--- config.mk ---
export PLATFORM = sky130hd
export DESIGN_NAME = pixel_format_converter
export DESIGN_NICKNAME = d
export VERILOG_FILES = /design/src/sv/pfc_pkg.sv /design/src/sv/pfc_pixel_map.sv /design/src/sv/pixel_format_converter.sv
export SDC_FILE = /design/constraint.sdc
export NUM_CORES = 1
export LEC_CHECK = 0
export ABC_CLOCK_PERIOD_IN_PS = 25700
export BUFFER_PORTS_ARGS = -buffer_cell sky130_fd_sc_hd__buf_2
export CAP_MARGIN = 20
export CORE_MARGIN = 4
export CORE_UTILIZATION = 46
export CTS_BUF_LIST = sky130_fd_sc_hd__clkbuf_8
export DETAILED_ROUTE_END_ITERATION = 8
export SYNTH_ARGS = -nofsm -noshare
export SYNTH_HDL_FRONTEND = slang
export SYNTH_SLANG_ARGS = --single-unit
--- constraint.sdc ---
create_clock -name clk -period 25.7 [get_ports clk]
set_clock_uncertainty 0.05 [all_clocks]
set_input_delay 0 -clock clk [delete_from_list [all_inputs] [get_ports clk]]
set_output_delay 0 -clock clk [all_outputs]
set_load 0.03 [all_outputs]
--- src/sv/pfc_pkg.sv ---
`timescale 1ns / 1ps
// ----------------------------------------------------------------------------
// pfc_pkg
// Shared codes, limits, types and helpers of the pixel format converter.
// ----------------------------------------------------------------------------
package pfc_pkg;

	// pixel layout codes
	localparam logic [2:0] FMT_GRAY = 3'd0;
	localparam logic [2:0] FMT_RGB  = 3'd1;
	localparam logic [2:0] FMT_BGR  = 3'd2;
	localparam logic [2:0] FMT_RGBA = 3'd3;
	localparam logic [2:0] FMT_ARGB = 3'd4;
	localparam logic [2:0] FMT_BGRA = 3'd5;

	// configuration register indexes
	localparam logic [2:0] REG_SOURCE_FORMAT = 3'd0;
	localparam logic [2:0] REG_TARGET_FORMAT = 3'd1;
	localparam logic [2:0] REG_ROW_PIXELS    = 3'd2;
	localparam logic [2:0] REG_SOURCE_PITCH  = 3'd3;
	localparam logic [2:0] REG_IMAGE_ROWS    = 3'd4;

	// limits and constants
	localparam logic [12:0] MAX_ROW_PIXELS = 13'd4096;
	localparam logic [12:0] ROWS_LIMIT     = 13'd4096;
	localparam logic [7:0]  ALPHA_DEFAULT  = 8'hFF;
	// 683 / 2048 approximates 1/3 exactly for every sum up to 767
	localparam logic [9:0]  RECIP3         = 10'd683;
	localparam int          RECIP3_SHIFT   = 11;

	typedef logic [3:0][7:0] byte4_t;

	// one converted pixel as handed to the output buffer
	typedef struct packed {
		byte4_t     bytes;
		logic [2:0] count;
	} pix_out_t;

	// undefined codes act as gray
	function automatic logic [2:0] fmt_code(input logic [2:0] f);
		return (f > FMT_BGRA) ? FMT_GRAY : f;
	endfunction

	// bytes per pixel of a layout
	function automatic logic [2:0] pixel_size(input logic [2:0] f);
		logic [2:0] c;
		c = fmt_code(f);
		if (c == FMT_GRAY) return 3'd1;
		if (c <= FMT_BGR) return 3'd3;
		return 3'd4;
	endfunction

endpackage

--- src/sv/pfc_pixel_map.sv ---
`timescale 1ns / 1ps
// ----------------------------------------------------------------------------
// pfc_pixel_map
// Reorders one gathered source pixel into the target layout, with gray mean.
// ----------------------------------------------------------------------------
module pfc_pixel_map (
	input  logic [2:0]        src_fmt,
	input  logic [2:0]        dst_fmt,
	input  pfc_pkg::byte4_t   src,
	output pfc_pkg::pix_out_t pix
);
	import pfc_pkg::*;

	logic [7:0]  r, g, b, a;
	logic [9:0]  sum;
	logic [19:0] prod;
	logic [7:0]  gray;

	// split source bytes into channels
	always_comb begin
		r = src[0];
		g = src[0];
		b = src[0];
		a = ALPHA_DEFAULT;
		unique case (src_fmt)
			FMT_GRAY: begin
				r = src[0]; g = src[0]; b = src[0];
			end
			FMT_RGB: begin
				r = src[0]; g = src[1]; b = src[2];
			end
			FMT_BGR: begin
				b = src[0]; g = src[1]; r = src[2];
			end
			FMT_RGBA: begin
				r = src[0]; g = src[1]; b = src[2]; a = src[3];
			end
			FMT_ARGB: begin
				a = src[0]; r = src[1]; g = src[2]; b = src[3];
			end
			default: begin
				b = src[0]; g = src[1]; r = src[2]; a = src[3];
			end
		endcase
	end

	// rounded mean of the colors, divide by three through a reciprocal
	assign sum  = {2'b00, r} + {2'b00, g} + {2'b00, b} + 10'd1;
	assign prod = {10'd0, sum} * {10'd0, RECIP3};
	assign gray = prod[RECIP3_SHIFT +: 8];

	// assemble target bytes
	always_comb begin
		pix.bytes = '0;
		pix.count = 3'd4;
		unique case (dst_fmt)
			FMT_GRAY: begin
				pix.bytes[0] = gray;
				pix.count    = 3'd1;
			end
			FMT_RGB: begin
				pix.bytes[0] = r; pix.bytes[1] = g; pix.bytes[2] = b;
				pix.count    = 3'd3;
			end
			FMT_BGR: begin
				pix.bytes[0] = b; pix.bytes[1] = g; pix.bytes[2] = r;
				pix.count    = 3'd3;
			end
			FMT_RGBA: begin
				pix.bytes[0] = r; pix.bytes[1] = g; pix.bytes[2] = b; pix.bytes[3] = a;
			end
			FMT_ARGB: begin
				pix.bytes[0] = a; pix.bytes[1] = r; pix.bytes[2] = g; pix.bytes[3] = b;
			end
			default: begin
				pix.bytes[0] = b; pix.bytes[1] = g; pix.bytes[2] = r; pix.bytes[3] = a;
			end
		endcase
	end

endmodule

--- src/sv/pixel_format_converter.sv ---
`timescale 1ns / 1ps
// ----------------------------------------------------------------------------
// pixel_format_converter
// Gathers source pixels from a padded byte stream and emits packed pixels
// in the target layout, flagging pixel, row and image ends.
// ----------------------------------------------------------------------------
//  channel | handshake            | payload
//  --------+----------------------+----------------------------------------
//  in      | in_valid / in_ready  | in_byte
//  out     | out_valid/ out_ready | out_byte, pixel_done, row_done,
//          |                      | image_done
//  cfg     | cfg_we (no wait)     | cfg_idx, cfg_data
//
//  A completed pixel is converted in the same cycle that its last source byte
//  is taken, and lands in a 4-byte output buffer.
//  The output buffer drains one byte per cycle while out_ready is high, and
//  gathering of the next source pixel goes on while the buffer drains.
//  A pixel-completing byte waits while the buffer holds more than its final
//  byte, or holds only that byte and it is not taken in the same cycle;
//  padding and gathering bytes never wait.
//  Reset clears counters and held bytes, empties the buffer, and loads config
//  defaults. No clearing pass is needed.
// ----------------------------------------------------------------------------
module pixel_format_converter (
	input  logic        clk,
	input  logic        arst_n,
	// configuration
	input  logic        cfg_we,
	input  logic [2:0]  cfg_idx,
	input  logic [15:0] cfg_data,
	// source bytes
	input  logic        in_valid,
	output logic        in_ready,
	input  logic [7:0]  in_byte,
	// packed output bytes
	output logic        out_valid,
	input  logic        out_ready,
	output logic [7:0]  out_byte,
	output logic        pixel_done,
	output logic        row_done,
	output logic        image_done
);
	import pfc_pkg::*;

	// configuration registers
	logic [2:0]  source_format_q, target_format_q;
	logic [12:0] row_pixels_q, image_rows_q;
	logic [15:0] source_pitch_q;

	// gather and position state
	logic [1:0]  byte_phase_q;
	logic [2:0][7:0] held_q;
	logic [11:0] column_q, row_q;
	logic [15:0] padding_q;

	// output buffer
	byte4_t      obuf_q;
	logic [2:0]  ocnt_q;
	logic        row_end_q, img_end_q;

	logic [2:0]  sf, tf, sbpp;
	logic        completes, buf_free, in_fire, out_fire, load;
	logic [12:0] width_c, rows_c, col_inc, row_inc;
	logic        row_end, img_end;
	logic [14:0] used;
	logic [15:0] pad_next;
	byte4_t      src;
	pix_out_t    pix;
	logic [1:0]  held_idx;

	// config write
	always_ff @(posedge clk or negedge arst_n) begin
		if (!arst_n) begin
			source_format_q <= FMT_RGB;
			target_format_q <= FMT_RGB;
			row_pixels_q    <= 13'd1;
			source_pitch_q  <= 16'd3;
			image_rows_q    <= 13'd1;
		end else if (cfg_we) begin
			unique case (cfg_idx)
				REG_SOURCE_FORMAT: source_format_q <= cfg_data[2:0];
				REG_TARGET_FORMAT: target_format_q <= cfg_data[2:0];
				REG_ROW_PIXELS:    row_pixels_q    <= cfg_data[12:0];
				REG_SOURCE_PITCH:  source_pitch_q  <= cfg_data;
				REG_IMAGE_ROWS:    image_rows_q    <= cfg_data[12:0];
				default: ;
			endcase
		end
	end

	// decoded config
	assign sf   = fmt_code(source_format_q);
	assign tf   = fmt_code(target_format_q);
	assign sbpp = pixel_size(sf);

	assign width_c = (row_pixels_q == 13'd0) ? 13'd1 :
		(row_pixels_q > MAX_ROW_PIXELS) ? MAX_ROW_PIXELS : row_pixels_q;
	assign rows_c  = (image_rows_q == 13'd0) ? 13'd1 :
		(image_rows_q > ROWS_LIMIT) ? ROWS_LIMIT : image_rows_q;

	// handshake
	assign completes = (padding_q == 16'd0) && ({1'b0, byte_phase_q} + 3'd1 >= sbpp);
	assign buf_free  = (ocnt_q == 3'd0) || ((ocnt_q == 3'd1) && out_ready);
	assign in_ready  = !completes || buf_free;
	assign in_fire   = in_valid && in_ready;
	assign out_fire  = out_valid && out_ready;
	assign load      = in_fire && completes;

	// source pixel assembly, current byte goes last
	always_comb begin
		src[0] = held_q[0];
		src[1] = held_q[1];
		src[2] = held_q[2];
		src[3] = 8'h00;
		case (sbpp)
			3'd1:    src[0] = in_byte;
			3'd3:    src[2] = in_byte;
			default: src[3] = in_byte;
		endcase
	end

	pfc_pixel_map u_map (
		.src_fmt (sf),
		.dst_fmt (tf),
		.src     (src),
		.pix     (pix)
	);

	// row and image end, padding for the next row
	assign col_inc = {1'b0, column_q} + 13'd1;
	assign row_inc = {1'b0, row_q} + 13'd1;
	assign row_end = col_inc >= width_c;
	assign img_end = row_end && (row_inc >= rows_c);

	always_comb begin
		case (sbpp)
			3'd1:    used = {2'b00, width_c};
			3'd3:    used = {1'b0, width_c, 1'b0} + {2'b00, width_c};
			default: used = {width_c, 2'b00};
		endcase
	end

	assign pad_next = (source_pitch_q > {1'b0, used}) ?
		(source_pitch_q - {1'b0, used}) : 16'd0;

	assign held_idx = (byte_phase_q == 2'd3) ? 2'd0 : byte_phase_q;

	// gather, padding and position counters
	always_ff @(posedge clk or negedge arst_n) begin
		if (!arst_n) begin
			byte_phase_q <= '0;
			held_q       <= '0;
			column_q     <= '0;
			row_q        <= '0;
			padding_q    <= '0;
		end else if (in_fire) begin
			if (padding_q != 16'd0) begin
				padding_q <= padding_q - 16'd1;
			end else if (!completes) begin
				held_q[held_idx] <= in_byte;
				byte_phase_q     <= byte_phase_q + 2'd1;
			end else begin
				byte_phase_q <= '0;
				if (row_end) begin
					column_q  <= '0;
					padding_q <= pad_next;
					row_q     <= img_end ? 12'd0 : row_inc[11:0];
				end else begin
					column_q <= col_inc[11:0];
				end
			end
		end
	end

	// output buffer, shifts one byte out per accepted item
	always_ff @(posedge clk or negedge arst_n) begin
		if (!arst_n) begin
			ocnt_q    <= '0;
			row_end_q <= 1'b0;
			img_end_q <= 1'b0;
		end else if (load) begin
			ocnt_q    <= pix.count;
			row_end_q <= row_end;
			img_end_q <= img_end;
		end else if (out_fire) begin
			ocnt_q <= ocnt_q - 3'd1;
		end
	end

	always_ff @(posedge clk) begin
		if (load) begin
			obuf_q <= pix.bytes;
		end else if (out_fire) begin
			obuf_q <= {8'h00, obuf_q[3], obuf_q[2], obuf_q[1]};
		end
	end

	assign out_valid  = ocnt_q != 3'd0;
	assign out_byte   = obuf_q[0];
	assign pixel_done = ocnt_q == 3'd1;
	assign row_done   = pixel_done && row_end_q;
	assign image_done = pixel_done && img_end_q;

	// checks
	a_ocnt_range: assert property (@(posedge clk) disable iff (!arst_n)
		ocnt_q <= 3'd4)
		else $error("output buffer count out of range");

	a_load_shows: assert property (@(posedge clk) disable iff (!arst_n)
		load |=> out_valid)
		else $error("completed pixel not presented");

	a_pad_swallow: assert property (@(posedge clk) disable iff (!arst_n)
		(in_fire && padding_q != 16'd0) |=> (padding_q == $past(padding_q) - 16'd1)
			&& (byte_phase_q == $past(byte_phase_q)))
		else $error("padding byte not swallowed");

	a_end_flags: assert property (@(posedge clk) disable iff (!arst_n)
		(out_valid && image_done) |-> (row_done && pixel_done))
		else $error("image end without row end");

endmodule
# After elaboration in Yosys (flattened, before gate mapping)
# Cells that the tools add are included.
dict set report op_classes {
  n_addsub 11
  mul 1
  order_cmp 12
  eq_ne 16
  muxes 41
  bitwise_logic 2
  n_reduce_logical 42
}
# operator count
set op_table {}
lappend op_table {{one-hot mux 8 bit (2 select lines)} 5}
lappend op_table {{2-to-1 mux 16 bit} 4}
lappend op_table {{2-to-1 mux 32 bit} 2}
lappend op_table {{2-to-1 mux 13 bit} 4}
lappend op_table {{one-hot mux 16 bit (3 select lines)} 1}
lappend op_table {{2-to-1 mux 8 bit} 4}
lappend op_table {{one-hot mux 15 bit (2 select lines)} 1}
lappend op_table {{2-to-1 mux 3 bit} 9}
lappend op_table {{adder 12 x 1 -> 13 bit (second input constant)} 2}
lappend op_table {{greater-or-equal comparator 13 bit} 2}
lappend op_table {{greater-than comparator 13 bit (second input constant)} 2}
lappend op_table {{logical NOT 13 bit} 2}
lappend op_table {{bitwise mux 24 bit} 1}
lappend op_table {{2-to-1 mux 12 bit} 2}
lappend op_table {{one-hot mux 8 bit (3 select lines)} 1}
lappend op_table {{== test 3 x 2 -> 1 bit (second input constant)} 7}
lappend op_table {{multiplier 10 x 10 -> 19 bit (second input constant)} 1}
lappend op_table {{demux 8 bit (select 2 bit)} 1}
lappend op_table {{greater-than comparator 16 x 15 -> 1 bit} 1}
lappend op_table {{logical NOT 16 bit} 1}
lappend op_table {{nonzero test 16 bit} 1}
lappend op_table {{subtractor 16 x 1 -> 16 bit (second input constant)} 1}
lappend op_table {{subtractor 16 x 15 -> 16 bit} 1}
lappend op_table {{adder 14 x 13 -> 15 bit} 1}
lappend op_table {{other kinds (29)} 68}
dict set report word_totals {
  regBits 151
  in_bits 32
  out_inout_bits 13
  word_cells 144
}

# Depth between registers and ports, before layout
dict set report logic_depth {
  depth_word 18
  depth_mapped 43
}

# Modules after synthesis
# Synthesis repeated with hierarchy kept, for this count alone.
dict set report hier_totals {
  hier_cells 1449
  hier_area_um2 12898.6
}
# mod n_inst cells_per_inst area_per_inst_um2 seq_area_each_um2
set modules_own_cells {}
lappend modules_own_cells {pixel_format_converter 1 990 9394.0 3946.3}
lappend modules_own_cells {pfc_pixel_map 1 459 3504.6 0.0}

# Worst setup path after synthesis
# OpenSTA, ideal clock, no wires.
dict set report synth_timing {
  path_type {register to register}
  from {reg source_format_q[1]}
  to {reg obuf_q, in the netlist out_byte[3] (data pin)}
  setup_time_ps 267
  arrival_time_ps 8817
  required_time_ps 25383
  path_slack_ps 16566
  path_stages_with_launch 42
  synth_period_minus_slack_ps 9134
  path_cell_list {dfrtp_1 -> inv_1 -> ha_1 -> clkbuf_1 -> nand2b_1 -> clkbuf_1 -> buf_1 -> mux2i_1 -> o21ai_0 -> ha_1 -> inv_1 -> fa_1 -> nor2b_1 -> o21ai_0 -> nand2_1 -> xor2_1 -> ha_1 -> o2111a_1 -> (+6 left out) -> ha_1 -> ha_1 -> inv_1 -> fa_1 -> inv_1 -> fa_1 -> inv_1 -> fa_1 -> inv_1 -> ha_1 -> or4_1 -> a21oi_1 -> nand3_1 -> and3_1 -> a2111oi_0 -> xnor2_1 -> o2bb2ai_1 -> o21ai_0}
}
dict set report synth_between {
  elab_chain_cells 18
}
# element line
set synth_lines {}
lappend synth_lines {{start: declaration} pixel_format_converter.sv:46} ;# logic [2:0] source_format_q, target_format_q;
lappend synth_lines {{start signal: assignment} pixel_format_converter.sv:81} ;# REG_SOURCE_FORMAT: source_format_q <= cfg_data[2:0];
lappend synth_lines {{greater-than comparator 3 bit} pfc_pkg.sv:41} ;# return (f > FMT_BGRA) ? FMT_GRAY : f;
lappend synth_lines {{2-to-1 mux 3 bit *} pfc_pkg.sv:41}
lappend synth_lines {{greater-than comparator 3 bit} pfc_pkg.sv:41}
lappend synth_lines {{2-to-1 mux 3 bit} pfc_pkg.sv:41}
lappend synth_lines {{<= comparator 3 x 2 -> 1 bit} pfc_pkg.sv:49} ;# if (c <= FMT_BGR) return 3'd3;
lappend synth_lines {{2-to-1 mux 1 bit (2 in a row)} pfc_pkg.sv:49}
lappend synth_lines {{2-to-1 mux 3 bit} pfc_pkg.sv:50} ;# return 3'd4;
lappend synth_lines {{2-to-1 mux 3 bit} pfc_pkg.sv:49}
lappend synth_lines {{== test 3 x 2 -> 1 bit or == test 3 x 1 -> 1 bit (tied branches)} pixel_format_converter.sv:115} ;# case (sbpp)
lappend synth_lines {{2-to-1 mux 8 bit or OR reduction 2 bit (tied branches)} n/a}
lappend synth_lines {{one-hot mux 8 bit (2 select lines) or 2-to-1 mux 8 bit (tied branches)} {pfc_pixel_map.sv:25, pixel_format_converter.sv:115}}
lappend synth_lines {{adder 8 x 8 -> 9 bit or one-hot mux 8 bit (2 select lines) (tied branches)} {pfc_pixel_map.sv:48, pfc_pixel_map.sv:25}}
lappend synth_lines {{adder 10 x 8 -> 10 bit} pfc_pixel_map.sv:48} ;# assign sum = {2'b00, r} + {2'b00, g} + {2'b00, b} + 10'd1;
lappend synth_lines {{adder 10 x 1 -> 10 bit} pfc_pixel_map.sv:48}
lappend synth_lines {{multiplier 10 x 10 -> 19 bit} pfc_pixel_map.sv:49} ;# assign prod = {10'd0, sum} * {10'd0, RECIP3};
lappend synth_lines {{one-hot mux 8 bit (3 select lines)} pfc_pixel_map.sv:56} ;# unique case (dst_fmt)
lappend synth_lines {{2-to-1 mux 32 bit *} pixel_format_converter.sv:191} ;# if (load) begin
lappend synth_lines {{end signal: assignment} pixel_format_converter.sv:192} ;# obuf_q <= pix.bytes;
lappend synth_lines {{end signal: assignment} pixel_format_converter.sv:194} ;# obuf_q <= {8'h00, obuf_q[3], obuf_q[2], obuf_q[1]};
lappend synth_lines {{end: declaration} pixel_format_converter.sv:57} ;# byte4_t obuf_q;
# Every way passes the cells marked *; elsewhere a longest branch is shown, timed or not. The select of a mux whose other input is x is not followed.
# A chain may end at the register's enable or synchronous reset.

# Worst setup path after layout
# Ends and elaborated chain as after synthesis.

==> flow_metrics.tcl <==
set metrics [dict create \
    vias 11100 \
    place_ws_ns 14.55 \
    cp.arrival_ns 10.87 \
    worst_slack_ns 15.00 \
    required_ns 25.86 \
    die_h_um 176 \
    wl_met2_um 17000 \
    path_max_fanout 19 \
    fill_cells 2661 \
    mostFrequentLayoutCell "nand2_1" \
    antenna_found_initial 0 \
    tns_ns 0 \
    fmax_mhz 93.4 \
    dp_hpwl_um 26200 \
    cpMostUsedCell "inv_1" \
    finalHoldViolations 0 \
    io_pins 45 \
    ys_seq_area_share_pct 30.4 \
    first_iter_violations 966 \
    clk_pin_slew_worst_paths_ns 0.09 \
    cts_buffers 17 \
    postSynthAreaPerCell_um2 8.96 \
    synth_cells 1450 \
    start_kind "register" \
    die_area_um2 31000 \
    outcome "complete, no violations" \
    hp-class "in -> reg" \
    finalCritPeriodShare_pct 41.6 \
    rows 61 \
    synthesis.nets 1649 \
    place.gp.congestion 0.910 \
    worst_slew_pin_slew_ns 1.10 \
    ys_ff_latch 151 \
    grt_pass1_vias 10700 \
    ys_warn_count 0 \
    wl_met3_um 1220 \
    grt.total_usage_pct 22.5 \
    slew_headroom_pct 26.1 \
    layout-drive-gt1-share_pct 11.9 \
    async_flop_share_pct 78.8 \
    crit_path_top_delay_cell "ha_1" \
    numPortBuffers 44 \
    insertion_delay_ns 0.50 \
    drt-met1-wl_um 15700 \
    crit_path_end_kind "register" \
    wl_um 34900 \
    ant_nets 0 \
    grt_max_degree 74 \
    synthToLayoutAreaGrowth_pct 9.96 \
    highest_layer "met4" \
    seq_area_um2 3950 \
    wire_per_inst_um 18.5 \
    nNetsFinal 1699 \
    clkSinkCount 151 \
    synth_cell_types 78 \
    ctsRootBufferMaster "clkbuf_8" \
    synth_ff_type "dfrtp_1" \
    min_period_ns 10.70 \
    multi_input_area_um2 8470 \
    overflow 0 \
    maxSlewViolCount 0 \
    crit_type "reg -> reg" \
    cts_setup_buffers 0 \
    rsz0062_at_grt "no" \
    grt_pass1_wl_um 56400 \
    drcViolationCount 0 \
    via_per_inst 5.86 \
    slowest_delay_ns 0.64 \
    synth_area_um2 13000 \
    clk_path_buf_depth 2 \
    dr.pass1.iters 7 \
    final_cell_mix "167 x nand2_1, 144 x ha_1, 125 x o21ai_0" \
    cts_tree "yes" \
    n_antenna_cell 0 \
    drv_cap 0 \
    setup_viol 0 \
    htreeDepth 4 \
    initial_core_util_pct 46.7 \
    die_w_um 176 \
    core_um2 27900 \
    synth_edf_count 32 \
]
[kinds of logic after synthesis]
| kind of cell | count (synthesis) | share of synthesized area (%) |
|---|---|---|
| simple gates | 425 | 15.8 |
| compound gates | 422 | 21.4 |
| fa+ha+maj | 167 | 17.4 |
| flops | 151 | 30.4 |
| buf+inv | 149 | 4.61 |
| mux | 72 | 6.11 |
| xor+xnor | 64 | 4.31 |
[per-layer routing]
| layer | up-vias | GRT usage [%] |
|---|---|---|
| met5 | - | 0 |
| met4 | 0 | 7.21 |
| met3 | 73 | 3.06 |
| met2 | 305 | 38.4 |
| met1 | 5312 | 29.6 |
| li1 | 5385 | - |
[registers in the layout (all words and copies together), names as in the netlist]
name	flops
image_rows_q	13
source_pitch_q	16
source_format_q	3
target_format_q	3
row_q	12
column_q	12
row_pixels_q	13
out_byte	8
byte_phase_q	2
held_q	24
ocnt_q	3
row_end_q	1
img_end_q	1
obuf_q	24
padding_q	16
[worst paths after layout]
kind / from / endpoint / slack, ns / cells after the start
worst min-delay path: cfg_we / target_format_q[0]$_DFFE_PN1P_ / 0.06 / 6
min in group asynchronous: arst_n / held_q[2]$_DFFE_PN0P_ / 0.14 / 2
worst max register to register: source_format_q[1]$_DFFE_PN0P_ / out_byte[3]$_DFFE_PP_ / 15.00 / 42
worst min register to register: img_end_q$_DFFE_PN0P_ / img_end_q$_DFFE_PN0P_ / 0.44 / 2
max in group asynchronous: arst_n / source_pitch_q[4]$_DFFE_PN0P_ / 24.26 / 3
worst max-delay path: source_format_q[1]$_DFFE_PN0P_ / out_byte[3]$_DFFE_PP_ / 15.00 / 42
[final cells by class]
type	instances	area share [%]
multi-input combinational	1150	59.3
sequential	151	27.6
timing repair buffer	90	4.59
tap	378	3.31
inverter	90	2.36
clock buffer	17	1.64
clock inverter	15	1.23
[repair_timing]
item,CTS,global route
resized for setup,0,0
hold buffers,32,0
endpoints found under the setup margin,0,0
endpoints found under the hold margin,146,0
[cell usage after synthesis, types with 23 or more instances]
master | number | share of area (%)
nand3_1 | 30 | 1.2
a221oi_1 | 25 | 1.7
o21ai_0 | 126 | 4.9
clkbuf_1 | 43 | 1.2
xnor2_1 | 29 | 2.0
edfxtp_1 | 32 | 7.4
a21oi_1 | 90 | 3.5
xor2_1 | 35 | 2.4
ha_1 | 144 | 14
nor2_1 | 68 | 2.0
a21o_1 | 30 | 1.7
inv_1 | 88 | 2.5
dfrtp_1 | 113 | 22
fa_1 | 23 | 3.5
nand2b_1 | 29 | 1.4
a22oi_1 | 23 | 1.3
and3_1 | 26 | 1.3
nand2_1 | 167 | 4.8
mux2_2 | 59 | 5.1
[critical path, delay by kind of cell (launching register included)]
kind,cells,cell delay [ns]
adder cells (fa/ha/maj),10,3.95
AO/OA/AOI/OAI,10,2.36
buffers and inverters,9,1.01
AND/OR/NAND/NOR,10,1.93
XOR/XNOR,3,0.70
flip-flops,1,0.46
[through the flow]
step                      std cells  hold slack (ns)  cell area (um^2)  utilization [%]
final                          1891           0.0648             14300             51.3
after global routing           1891            0.102             14300             51.3
after CTS                      1890           0.0334             14300             51.3
after detailed placement       1826            0.168             13500             48.6
after global placement         1826            0.163             13500             48.6
after floorplan                1450           -0.346             13000                -
Power is left out: the tool's default activity adds up to more than one toggle a clock period on the data nets, which glitch-free logic cannot reach.
